<file path="config.mk">
export PLATFORM = sky130hd
export DESIGN_NAME = queued_playback_sequencer_unit
export DESIGN_NICKNAME = d
export VERILOG_FILES = /design/src/sv/qps_pkg.sv /design/src/sv/queued_playback_sequencer_unit.sv
export SDC_FILE = /design/constraint.sdc
export NUM_CORES = 1
export LEC_CHECK = 0
export BUFFER_PORTS_ARGS = -buffer_cell sky130_fd_sc_hd__clkbuf_2
export CAP_MARGIN = 25
export CORE_MARGIN = 3
export CORE_UTILIZATION = 55
export CTS_BUF_LIST = sky130_fd_sc_hd__clkbuf_16
export CTS_CLUSTER_DIAMETER = 80
export DETAILED_ROUTE_END_ITERATION = 6
export HOLD_SLACK_MARGIN = 0.1
export PLACE_DENSITY = 0.74
export SLEW_MARGIN = 5
export SYNTH_ARGS = -nofsm -noshare
export SYNTH_HDL_FRONTEND = slang
export SYNTH_SLANG_ARGS = --single-unit
</file>
<file path="constraint.sdc">
create_clock -name i_clk -period 7.77 [get_ports i_clk]
set_input_delay 1.1655 -clock i_clk [delete_from_list [all_inputs] [get_ports i_clk]]
set_output_delay 1.1655 -clock i_clk [all_outputs]
set_load 0.02 [all_outputs]
</file>
<file path="src/sv/qps_pkg.sv">
// ----------------------------------------------------------------------------
// qps_pkg
// Shared types, codes and sizes of the queued playback sequencer.
// ----------------------------------------------------------------------------
package qps_pkg;

    // request queue sizing
    localparam int Q_DEPTH = 8;
    localparam int Q_PTR_W = $clog2(Q_DEPTH);
    localparam int Q_CNT_W = $clog2(Q_DEPTH + 1);

    // field widths
    localparam int OP_W    = 2;
    localparam int CMD_W   = 3;
    localparam int TRACK_W = 14;
    localparam int VOL_W   = 5;
    localparam int COL_W   = 8;
    localparam int TICK_W  = 24;
    localparam int WAIT_W  = 16;

    // stream widths (tdata padded to whole bytes)
    localparam int S_TDATA_W = 48;
    localparam int M_TDATA_W = 48;

    // configuration port
    localparam int APB_ADDR_W = 4;
    localparam int APB_DATA_W = 32;

    // saturation limits
    localparam logic [TRACK_W-1:0] TRACK_MAX  = 14'd9999;
    localparam logic [VOL_W-1:0]   VOLUME_MAX = 5'd30;

    // register indexes (paddr[3:2])
    localparam logic [1:0] REG_BOOT_WAIT    = 2'd0;
    localparam logic [1:0] REG_COMMAND_WAIT = 2'd1;
    localparam logic [1:0] REG_PLAY_TIMEOUT = 2'd2;
    localparam logic [1:0] REG_GAP_DELAY    = 2'd3;

    // request opcodes
    localparam logic [OP_W-1:0] OP_TICK     = 2'd0;
    localparam logic [OP_W-1:0] OP_ENQUEUE  = 2'd1;
    localparam logic [OP_W-1:0] OP_FINISHED = 2'd2;

    // player commands
    localparam logic [CMD_W-1:0] CMD_NONE      = 3'd0;
    localparam logic [CMD_W-1:0] CMD_POWER_ON  = 3'd1;
    localparam logic [CMD_W-1:0] CMD_SET_VOL   = 3'd2;
    localparam logic [CMD_W-1:0] CMD_PLAY      = 3'd3;
    localparam logic [CMD_W-1:0] CMD_STOP      = 3'd4;
    localparam logic [CMD_W-1:0] CMD_POWER_OFF = 3'd5;

    // controller phases, one-hot
    typedef enum logic [9:0] {
        PH_IDLE      = 10'b00_0000_0001,
        PH_TURN_ON   = 10'b00_0000_0010,
        PH_BOOT      = 10'b00_0000_0100,
        PH_SET_VOL   = 10'b00_0000_1000,
        PH_CMD       = 10'b00_0001_0000,
        PH_PLAY      = 10'b00_0010_0000,
        PH_WAIT_PLAY = 10'b00_0100_0000,
        PH_CHECK     = 10'b00_1000_0000,
        PH_GAP       = 10'b01_0000_0000,
        PH_TURN_OFF  = 10'b10_0000_0000
    } t_phase;

    // one queue entry
    typedef struct packed {
        logic [COL_W-1:0]   blue;
        logic [COL_W-1:0]   green;
        logic [COL_W-1:0]   red;
        logic [VOL_W-1:0]   volume;
        logic [TRACK_W-1:0] track;
    } t_entry;

    // control part of a result, waiting for the queue read data
    typedef struct packed {
        logic [CMD_W-1:0] cmd;
        logic             dropped;
        logic             busy;
    } t_ctrl;

    // complete result
    typedef struct packed {
        logic [CMD_W-1:0]   cmd;
        logic               busy;
        logic               dropped;
        logic [COL_W-1:0]   blue;
        logic [COL_W-1:0]   green;
        logic [COL_W-1:0]   red;
        logic [VOL_W-1:0]   volume;
        logic [TRACK_W-1:0] track;
    } t_result;

    // wrap-around pointer increment
    function automatic logic [Q_PTR_W-1:0] next_ptr(input logic [Q_PTR_W-1:0] p);
        logic [Q_PTR_W-1:0] r;
        r = (p == Q_PTR_W'(Q_DEPTH - 1)) ? '0 : p + 1'b1;
        return r;
    endfunction

endpackage

</file>
<file path="src/sv/queued_playback_sequencer_unit.sv">
// ----------------------------------------------------------------------------
// queued_playback_sequencer_unit
// Playback sequencer for a serial audio player with a request queue.
// ----------------------------------------------------------------------------
// Usage:
//   Slave stream: tuser = opcode (tick, enqueue, finished event), tdata =
//   track, volume, red, green, blue. Every accepted request gives exactly one
//   result on the master stream: tuser = command, tdata = track, volume,
//   colour levels, dropped flag and busy status.
//   Enqueue requests go to an 8-entry queue held in a synchronous RAM;
//   ticks step the controller, which reads the head entry for the set volume
//   and play commands. The RAM read is registered in the read stage with the
//   control part, and the result then passes through the result queue to
//   o_m_tvalid. One request is taken every cycle while o_s_tready is high.
//   Up to three results are buffered (one read stage, two output slots);
//   while the receiver stalls with all three full, o_s_tready is low.
//   o_s_tready depends on registers only.
//   Reset (synchronous, active low) idles the controller, empties the queue
//   and loads the register defaults; the queue RAM itself is not cleared and
//   needs no clearing pass. The user must write registers over the APB port
//   only while no request is in flight; the block does not enforce it.
// ----------------------------------------------------------------------------
module queued_playback_sequencer_unit
    import qps_pkg::*;
(
    input  logic                  i_clk,
    input  logic                  i_rst_n,
    // request stream
    input  logic                  i_s_tvalid,
    output logic                  o_s_tready,
    // [13:0] track, [18:14] volume, [26:19] red, [34:27] green, [42:35] blue
    input  logic [S_TDATA_W-1:0]  i_s_tdata,
    // [1:0] opcode
    input  logic [OP_W-1:0]       i_s_tuser,
    // result stream
    output logic                  o_m_tvalid,
    input  logic                  i_m_tready,
    // [13:0] out_track, [18:14] out_volume, [26:19] out_red, [34:27] out_green,
    // [42:35] out_blue, [43] dropped, [44] busy_res
    output logic [M_TDATA_W-1:0]  o_m_tdata,
    // [2:0] command
    output logic [CMD_W-1:0]      o_m_tuser,
    // configuration
    input  logic                  psel,
    input  logic                  penable,
    input  logic                  pwrite,
    input  logic [APB_ADDR_W-1:0] paddr,
    input  logic [APB_DATA_W-1:0] pwdata,
    output logic [APB_DATA_W-1:0] prdata,
    output logic                  pready
);

    localparam int OQ_DEPTH = 2;
    localparam int OQ_CNT_W = $clog2(OQ_DEPTH + 1);

    // configuration registers
    logic [WAIT_W-1:0] r_boot_wait;
    logic [WAIT_W-1:0] r_command_wait;
    logic [TICK_W-1:0] r_play_timeout;
    logic [WAIT_W-1:0] r_gap_delay;

    // controller state
    t_phase             r_phase, n_phase;
    logic [Q_PTR_W-1:0] r_head, n_head;
    logic [Q_PTR_W-1:0] r_tail, n_tail;
    logic [Q_CNT_W-1:0] r_count, n_count;
    logic [TICK_W-1:0]  r_elapsed, n_elapsed;
    logic               r_finished, n_finished;
    logic               r_armed, n_armed;

    // queue RAM
    t_entry             r_mem [Q_DEPTH];
    t_entry             r_rd_entry;
    logic               wr_en;
    t_entry             wr_entry;

    // read stage
    logic               r_a_valid;
    t_ctrl              r_a_ctrl, n_a_ctrl;

    // result queue
    t_result            r_oq [OQ_DEPTH];
    logic               r_oq_wp, r_oq_rp;
    logic [OQ_CNT_W-1:0] r_oq_cnt;
    t_result            a_result;

    logic               s_fire, m_fire, a_push, cfg_wr;
    logic [TICK_W-1:0]  elapsed_inc, limit;
    logic               t_done;
    logic [TRACK_W-1:0] in_track;
    logic [VOL_W-1:0]   in_vol;

    assign s_fire     = i_s_tvalid && o_s_tready;
    assign m_fire     = o_m_tvalid && i_m_tready;
    assign o_s_tready = !(r_a_valid && (r_oq_cnt == OQ_CNT_W'(OQ_DEPTH)));
    assign a_push     = r_a_valid && (r_oq_cnt != OQ_CNT_W'(OQ_DEPTH));

    // APB register file
    assign pready = 1'b1;
    assign cfg_wr = psel && penable && pwrite && pready;

    always_comb begin
        unique case (paddr[3:2])
            REG_BOOT_WAIT:    prdata = APB_DATA_W'(r_boot_wait);
            REG_COMMAND_WAIT: prdata = APB_DATA_W'(r_command_wait);
            REG_PLAY_TIMEOUT: prdata = APB_DATA_W'(r_play_timeout);
            REG_GAP_DELAY:    prdata = APB_DATA_W'(r_gap_delay);
            default:          prdata = '0;
        endcase
    end

    always_ff @(posedge i_clk) begin
        if (!i_rst_n) begin
            r_boot_wait    <= 16'd1000;
            r_command_wait <= 16'd100;
            r_play_timeout <= 24'd600000;
            r_gap_delay    <= 16'd500;
        end else if (cfg_wr) begin
            unique case (paddr[3:2])
                REG_BOOT_WAIT:    r_boot_wait    <= pwdata[WAIT_W-1:0];
                REG_COMMAND_WAIT: r_command_wait <= pwdata[WAIT_W-1:0];
                REG_PLAY_TIMEOUT: r_play_timeout <= pwdata[TICK_W-1:0];
                REG_GAP_DELAY:    r_gap_delay    <= pwdata[WAIT_W-1:0];
                default: ;
            endcase
        end
    end

    // saturated enqueue fields
    assign in_track = i_s_tdata[13:0];
    assign in_vol   = i_s_tdata[18:14];

    always_comb begin
        wr_entry.track  = (in_track > TRACK_MAX) ? TRACK_MAX : in_track;
        wr_entry.volume = (in_vol > VOLUME_MAX) ? VOLUME_MAX : in_vol;
        wr_entry.red    = i_s_tdata[26:19];
        wr_entry.green  = i_s_tdata[34:27];
        wr_entry.blue   = i_s_tdata[42:35];
    end

    // wait timer: saturating increment and one compare against the phase limit
    assign elapsed_inc = (r_elapsed == '1) ? r_elapsed : r_elapsed + 1'b1;

    always_comb begin
        case (r_phase)
            PH_BOOT:      limit = TICK_W'(r_boot_wait);
            PH_CMD:       limit = TICK_W'(r_command_wait);
            PH_WAIT_PLAY: limit = r_play_timeout;
            default:      limit = TICK_W'(r_gap_delay);
        endcase
    end

    assign t_done = elapsed_inc >= limit;

    // controller next state for one request
    always_comb begin
        n_phase    = r_phase;
        n_head     = r_head;
        n_tail     = r_tail;
        n_count    = r_count;
        n_elapsed  = r_elapsed;
        n_finished = r_finished;
        n_armed    = r_armed;
        n_a_ctrl   = '0;
        wr_en      = 1'b0;

        if (i_s_tuser == OP_ENQUEUE) begin
            if (r_count >= Q_CNT_W'(Q_DEPTH)) begin
                n_a_ctrl.dropped = 1'b1;
            end else begin
                wr_en   = 1'b1;
                n_tail  = next_ptr(r_tail);
                n_count = r_count + 1'b1;
            end
        end else if (i_s_tuser == OP_FINISHED) begin
            if (r_armed) begin
                n_finished = 1'b1;
            end
        end else if (i_s_tuser == OP_TICK) begin
            unique case (r_phase)
                PH_IDLE: begin
                    if (r_count != '0) begin
                        n_phase = PH_TURN_ON;
                    end
                end
                PH_TURN_ON: begin
                    n_a_ctrl.cmd = CMD_POWER_ON;
                    n_elapsed    = '0;
                    n_phase      = PH_BOOT;
                end
                PH_BOOT: begin
                    n_elapsed = elapsed_inc;
                    if (t_done) begin
                        n_phase = PH_SET_VOL;
                    end
                end
                PH_SET_VOL: begin
                    if (r_count == '0) begin
                        n_phase = PH_TURN_OFF;
                    end else begin
                        n_a_ctrl.cmd = CMD_SET_VOL;
                        n_elapsed    = '0;
                        n_phase      = PH_CMD;
                    end
                end
                PH_CMD: begin
                    n_elapsed = elapsed_inc;
                    if (t_done) begin
                        n_phase = PH_PLAY;
                    end
                end
                PH_PLAY: begin
                    if (r_count == '0) begin
                        n_phase = PH_TURN_OFF;
                    end else begin
                        n_finished   = 1'b0;
                        n_armed      = 1'b1;
                        n_a_ctrl.cmd = CMD_PLAY;
                        n_head       = next_ptr(r_head);
                        n_count      = r_count - 1'b1;
                        n_elapsed    = '0;
                        n_phase      = PH_WAIT_PLAY;
                    end
                end
                PH_WAIT_PLAY: begin
                    n_elapsed = elapsed_inc;
                    if (r_finished) begin
                        n_finished = 1'b0;
                        n_phase    = PH_CHECK;
                    end
                    // timeout wins the command even when finished came too
                    if (t_done) begin
                        n_a_ctrl.cmd = CMD_STOP;
                        n_phase      = PH_CHECK;
                    end
                end
                PH_CHECK: begin
                    if (r_count != '0) begin
                        n_elapsed = '0;
                        n_phase   = PH_GAP;
                    end else begin
                        n_phase = PH_TURN_OFF;
                    end
                end
                PH_GAP: begin
                    n_elapsed = elapsed_inc;
                    if (t_done) begin
                        n_finished = 1'b0;
                        n_phase    = PH_SET_VOL;
                    end
                end
                PH_TURN_OFF: begin
                    n_a_ctrl.cmd = CMD_POWER_OFF;
                    n_armed      = 1'b0;
                    n_finished   = 1'b0;
                    n_phase      = PH_IDLE;
                end
                default: begin
                    n_phase = PH_IDLE;
                end
            endcase
        end

        n_a_ctrl.busy = (n_phase != PH_IDLE);
    end

    // controller registers
    always_ff @(posedge i_clk) begin
        if (!i_rst_n) begin
            r_phase    <= PH_IDLE;
            r_head     <= '0;
            r_tail     <= '0;
            r_count    <= '0;
            r_elapsed  <= '0;
            r_finished <= 1'b0;
            r_armed    <= 1'b0;
        end else if (s_fire) begin
            r_phase    <= n_phase;
            r_head     <= n_head;
            r_tail     <= n_tail;
            r_count    <= n_count;
            r_elapsed  <= n_elapsed;
            r_finished <= n_finished;
            r_armed    <= n_armed;
        end
    end

    // queue RAM: write at tail, registered read at head
    always_ff @(posedge i_clk) begin
        if (s_fire && wr_en) begin
            r_mem[r_tail] <= wr_entry;
        end
        if (s_fire) begin
            r_rd_entry <= r_mem[r_head];
        end
    end

    // read stage
    always_ff @(posedge i_clk) begin
        if (!i_rst_n) begin
            r_a_valid <= 1'b0;
        end else if (s_fire) begin
            r_a_valid <= 1'b1;
        end else if (a_push) begin
            r_a_valid <= 1'b0;
        end
    end

    always_ff @(posedge i_clk) begin
        if (s_fire) begin
            r_a_ctrl <= n_a_ctrl;
        end
    end

    // merge control with head entry data
    always_comb begin
        a_result.cmd     = r_a_ctrl.cmd;
        a_result.busy    = r_a_ctrl.busy;
        a_result.dropped = r_a_ctrl.dropped;
        a_result.track   = '0;
        a_result.volume  = '0;
        a_result.red     = '0;
        a_result.green   = '0;
        a_result.blue    = '0;
        if (r_a_ctrl.cmd == CMD_PLAY) begin
            a_result.track = r_rd_entry.track;
        end
        if (r_a_ctrl.cmd == CMD_SET_VOL) begin
            a_result.volume = r_rd_entry.volume;
            a_result.red    = r_rd_entry.red;
            a_result.green  = r_rd_entry.green;
            a_result.blue   = r_rd_entry.blue;
        end
    end

    // two-slot result queue
    always_ff @(posedge i_clk) begin
        if (!i_rst_n) begin
            r_oq_wp  <= 1'b0;
            r_oq_rp  <= 1'b0;
            r_oq_cnt <= '0;
        end else begin
            if (a_push) begin
                r_oq_wp <= !r_oq_wp;
            end
            if (m_fire) begin
                r_oq_rp <= !r_oq_rp;
            end
            case ({a_push, m_fire})
                2'b10:   r_oq_cnt <= r_oq_cnt + 1'b1;
                2'b01:   r_oq_cnt <= r_oq_cnt - 1'b1;
                default: r_oq_cnt <= r_oq_cnt;
            endcase
        end
    end

    always_ff @(posedge i_clk) begin
        if (a_push) begin
            r_oq[r_oq_wp] <= a_result;
        end
    end

    // result stream
    assign o_m_tvalid = (r_oq_cnt != '0);
    assign o_m_tuser  = r_oq[r_oq_rp].cmd;
    assign o_m_tdata  = {3'b000, r_oq[r_oq_rp].busy, r_oq[r_oq_rp].dropped,
                         r_oq[r_oq_rp].blue, r_oq[r_oq_rp].green, r_oq[r_oq_rp].red,
                         r_oq[r_oq_rp].volume, r_oq[r_oq_rp].track};

endmodule

</file>
After elaboration in Yosys (flattened, before gate mapping)
Memories as Yosys holds them, arrays and structs flattened. A register that Yosys moved wholly into a read port is not among the register bits.
Index checks and enable logic that the tools add are counted.

operators by class
  add/sub/neg operators = 7
  multiplexer cells = 54
  eq/ne operators = 34
  reduce and logical (&&, ||, !) cells = 38
  bitwise gates (word level) = 5
  $lt $le $gt $ge = 4

operators with widths
  kind                                                    count
  case mux 32 bit (4 select lines)                        1
  2-to-1 mux 10 bit                                       11
  case mux 24 bit (4 select lines)                        1
  case mux 10 bit (8 select lines)                        1
  2-to-1 mux 24 bit                                       3
  case mux 24 bit (3 select lines)                        1
  2-to-1 mux 29 bit                                       1
  2-to-1 mux 14 bit                                       2
  adder 24 x 1 -> 24 bit (second input constant)          1
  == test 24 bit (second input constant)                  1
  greater-or-equal comparator 24 bit                      1
  2-to-1 mux 4 bit                                        6
  AND reduction 6 bit                                     3
  2-to-1 mux 1 bit                                        17
  != test 2 bit (second input constant)                   8
  case mux 3 bit (5 select lines)                         1
  greater-than comparator 14 bit (second input constant)  1
  AND reduction 7 bit                                     2
  nonzero test 2 bit                                      7
  nonzero test 4 bit                                      3
  == test 10 x 1 -> 1 bit (second input constant)         1
  == test 10 bit (second input constant)                  1
  == test 10 x 2 -> 1 bit (second input constant)         1
  == test 10 x 3 -> 1 bit (second input constant)         1
  35 further kinds                                        66

word-level totals
  word-level logic and storage cells = 162
  output and inout bits = 86
  memories kept = 2
  RAM bits = 440
  bits of input ports = 93
  flip-flop bits (word level) = 128

memory list
  memory  words  bits a word  read ports  clocked after memory_dff  write ports  line                                  text
  r_mem   8      43           1           1                         1            queued_playback_sequencer_unit.sv:72  t_entry r_mem [Q_DEPTH];
  r_oq    2      48           1           1                         1            queued_playback_sequencer_unit.sv:82  t_result r_oq [OQ_DEPTH];

Longest topological paths before layout
  word-level depth = 9
  depth in mapped cells = 15
  mapped depth without buffers = 13

Worst setup path after synthesis
No wires, ideal clock.

  kind = input to register
  from = in i_s_tvalid
  to = mem r_mem[0][0] in the netlist's numbering, enable pin
  required time = 7218 ps
  buffers on the path = 0
  library setup time = 552 ps
  arrival time = 6573 ps
  cell stages on the path = 4
  path slack = 645 ps
  cell sequence = nand2_1 clkinv_1 nand2_1 nor4_1

on the way
  word-level cells in the longest chain between the ends = 4

ends and longest elaborated chain
  item                                    line                                   text
  from (decl)                             queued_playback_sequencer_unit.sv:29   input logic i_s_tvalid,
  logical AND 1 bit                       queued_playback_sequencer_unit.sv:93   assign s_fire = i_s_tvalid && o_s_tready;
  via s_fire                              queued_playback_sequencer_unit.sv:87   logic s_fire, m_fire, a_push, cfg_wr;
  logical AND 1 bit                       queued_playback_sequencer_unit.sv:290  if (s_fire && wr_en) begin
  2-to-1 mux 1 bit                        queued_playback_sequencer_unit.sv:290
  2-to-1 mux 1 bit (implied by the code)  queued_playback_sequencer_unit.sv:291  r_mem[r_tail] <= wr_entry;
  to (decl)                               queued_playback_sequencer_unit.sv:72

The timed path passes the listed nets, and every way through them passes these cells.

==> flow_metrics.py <==
metrics = {
    "power_and_ir_drop": {
        "power.share.sequential": 0.520,
        "power.switching_w": 0.00159,
        "p_clk_frac": 0.399,
        "power_density_nw_per_um2": 245,
        "finalPower_w": 0.00704,
        "p_int_w": 0.00544,
        "comb_power_share": 0.082,
        "vdd_drop_max_mv": 0.193,
        "switching_share": 0.226,
        "p_leak_nw": 9.82,
    },
    "timing": {
        "final-max-slew-violation-count": 0,
        "rsz0062_at_grt": "no",
        "finalSetupTns_ns": 0,
        "setup_viol": 0,
        "final.setup_skew_ns": 0.0413,
        "post-route-period-util": 0.639,
        "worst_pin_slew_ns": 1.09,
        "finalHoldViolations": 0,
        "relSlewSlack": 0.272,
        "fmax_mhz": 201,
        "period_minus_slack_ns": 4.96,
    },
    "critical_path": {
        "critPathLaunchType": "register",
        "slowest_stage": "or4_1",
        "arrival_ns": 5.32,
        "worst_setup_path_end_kind": "register",
        "reg2reg_to": "a_result[44]",
        "cp_top_family": "simple AND/OR/NAND/NOR gates",
        "path_cells": "or4_1, nor4b_4, buf_4, o21bai_1, buf_4, inv_2, a21boi_0, ha_1, a21o_1, nand3_1, a211oi_1, or4b_1, or4_1, a221o_1",
        "r2r_start": "r_phase[7]",
        "slowest_delay_ns": 0.69,
        "path_class": "reg2reg",
        "worst_ep_required_time_ns": 8.12,
        "path_buf_inv": 3,
        "path_max_fanout": 27,
        "rrSetupSlack_ns": 2.81,
        "ff2ff_path_depth": 14,
    },
    "yosys": {
        "postSynth.asyncResetShare": 0,
        "yosysUniqueCellTypes": 75,
        "yosysSeqAreaShare": 0.672,
        "avgSynthCellArea_um2": 15.2,
        "synth-seq-cells": 612,
        "synth_edf_count": 488,
        "netlist_area_um2": 25500,
        "yosys_warnings": 0,
        "ys.flop_type": "edfxtp_1",
        "synthCells": 1675,
    },
    "route": {
        "ant_nets": 0,
        "wire_per_inst_um": 22.3,
        "drt-initial-drc-count": 1528,
        "drc": 0,
        "vias_per_cell": 6.01,
        "num_vias": 14800,
        "dr.pass1.iters": 5,
        "routed_wl_um": 55000,
    },
    "grt": {
        "grt_usage": 0.223,
        "grt.overflow.total": 0,
        "grt_max_degree": 75,
        "grt_pass1_wl_um": 85500,
        "antenna_found_initial": 4,
        "grt_pass1_vias": 15000,
    },
    "finish": {
        "drive_gt1_frac": 0.259,
        "syn2layout_area_growth_pct": 12.8,
        "final_common_cell": "edfxtp_1",
        "final_area_um2": 28700,
        "most-common-layout-cells": "edfxtp_1 (488), nand2_1 (204), clkbuf_2 (151)",
        "finalNetCount": 1944,
        "nFillCells": 3228,
        "post-route-util": 0.631,
    },
    "floorplanning": {
        "start_util": 0.559,
        "design.core.area_um2": 45600,
        "die_x_um": 221,
        "io_pins": 179,
        "rows": 78,
        "fp.dieH_um": 221,
        "dieArea_um2": 49000,
    },
    "clocking": {
        "cts_buffers": 59,
        "hold_buffers": 0,
        "cts.sinks": 612,
        "htree_levels": 2,
        "cts_setup_buffers": 0,
        "cts.repair.resized": 0,
        "clock_tree.root_cell": "clkbuf_16",
        "clk_pin_slew_ns": 0.06,
        "cts_max_path_buffers": 3,
        "worstSkewPairLatency_ns": 0.64,
        "cts_tree": "built",
    },
    "flow_run": {
        "maxCapViolCount": 0,
    },
    "place": {
        "io_buffers": 151,
        "dp_hpwl_um": 31400,
        "gp_congestion": 0.879,
        "placed_area_um2": 26800,
    },
    "hold_path": {
        "worstHoldEndpoint": "r_oq[1][44]",
        "min_path_cells": 0,
        "hp-start": "a_result[44]",
        "hold_path.class": "reg2reg",
    },
    "outcome": {
        "status": "complete, no violations",
    },
}
==> cells by family after synthesis <==
group,synth area share
flip-flops,0.672
AND/OR/NAND/NOR,0.0929
AO/OA/AOI/OAI,0.0519
multiplexers,0.132
buffers and inverters,0.0219
adder cells (fa/ha/maj),0.0190
XOR/XNOR,0.00962
other,0.000295
==> worst max-delay path by stage <==
| stage | from | slack (ns) | endpoint | cells after the start |
|---|---|---|---|---|
| 2_1_floorplan | i_s_tvalid | 0.64 | r_mem[0][0] | 4 |
| 3_3_place_gp | r_phase[7] | 2.94 | a_result[44] | 14 |
| 3_5_place_dp | r_phase[0] | 2.91 | a_result[44] | 14 |
| 4_1_cts | r_phase[7] | 2.89 | a_result[44] | 14 |
| 5_1_grt | r_phase[7] | 2.68 | a_result[44] | 14 |
| 6_report | r_phase[7] | 2.81 | a_result[44] | 14 |
==> cells in the mapped netlist (all sizes together) (17+ instances only) <==
cell type  number  area [um^2]
nand3          41          205
nor2           37          139
mux4          102         2300
dfxtp         124         2480
o21ai          35          186
ha             37          463
xnor2          23          201
clkbuf         76          285
mux2           91         1020
nand2         204          766
a21oi          83          415
edfxtp        488        14700
nor3           19          105
and2           62          390
buf            34          205
inv            17         63.8
==> metrics by stage <==
stage          hold WS [ns]  setup slack [ns]  cells
2_1_floorplan         0.421             0.645   1685
4_1_cts               0.451              2.89   2462
3_3_place_gp          0.433              2.94   2352
6_report              0.450              2.81   2463
5_1_grt               0.458              2.68   2462
3_5_place_dp          0.436              2.91   2352
==> power groups by stage <==
stage	clock, W	sequential, W	combinational [W]
after floorplan	0	0.00372	0.000377
after global routing	0.00300	0.00366	0.000619
after CTS	0.00287	0.00366	0.000585
after global placement	0	0.00372	0.000572
after detailed placement	0	0.00373	0.000583
final	0.00281	0.00366	0.000574
==> layout make-up <==
class | instances | area (um^2) | share of cell area
Multi-Input combinational cell | 945 | 7910 | 0.275
Antenna cell | 1 | 2.50 | 0.0000871
Timing Repair Buffer | 177 | 951 | 0.0331
Inverter | 18 | 67.6 | 0.00235
Sequential cell | 612 | 17100 | 0.597
Tap cell | 600 | 751 | 0.0261
Clock inverter | 51 | 434 | 0.0151
Clock buffer | 59 | 1480 | 0.0514
==> state kept, by name, indices dropped and copies added (netlist names), 5 cells and up, named ones only <==
signal          cells
r_play_timeout     24
r_gap_delay        16
r_rd_entry         43
r_oq               96
a_result            5
r_mem             344
r_phase            10
r_boot_wait        16
r_elapsed          24
r_command_wait     16
==> routing by layer <==
layer	share of wire	track usage	up-vias
met5	0.00071	0	-
met4	0.026	0.0740	6
met3	0.068	0.0395	102
met2	0.50	0.378	596
met1	0.40	0.296	7389
li1	-	-	6718
Power figures use the tool's default switching activity.
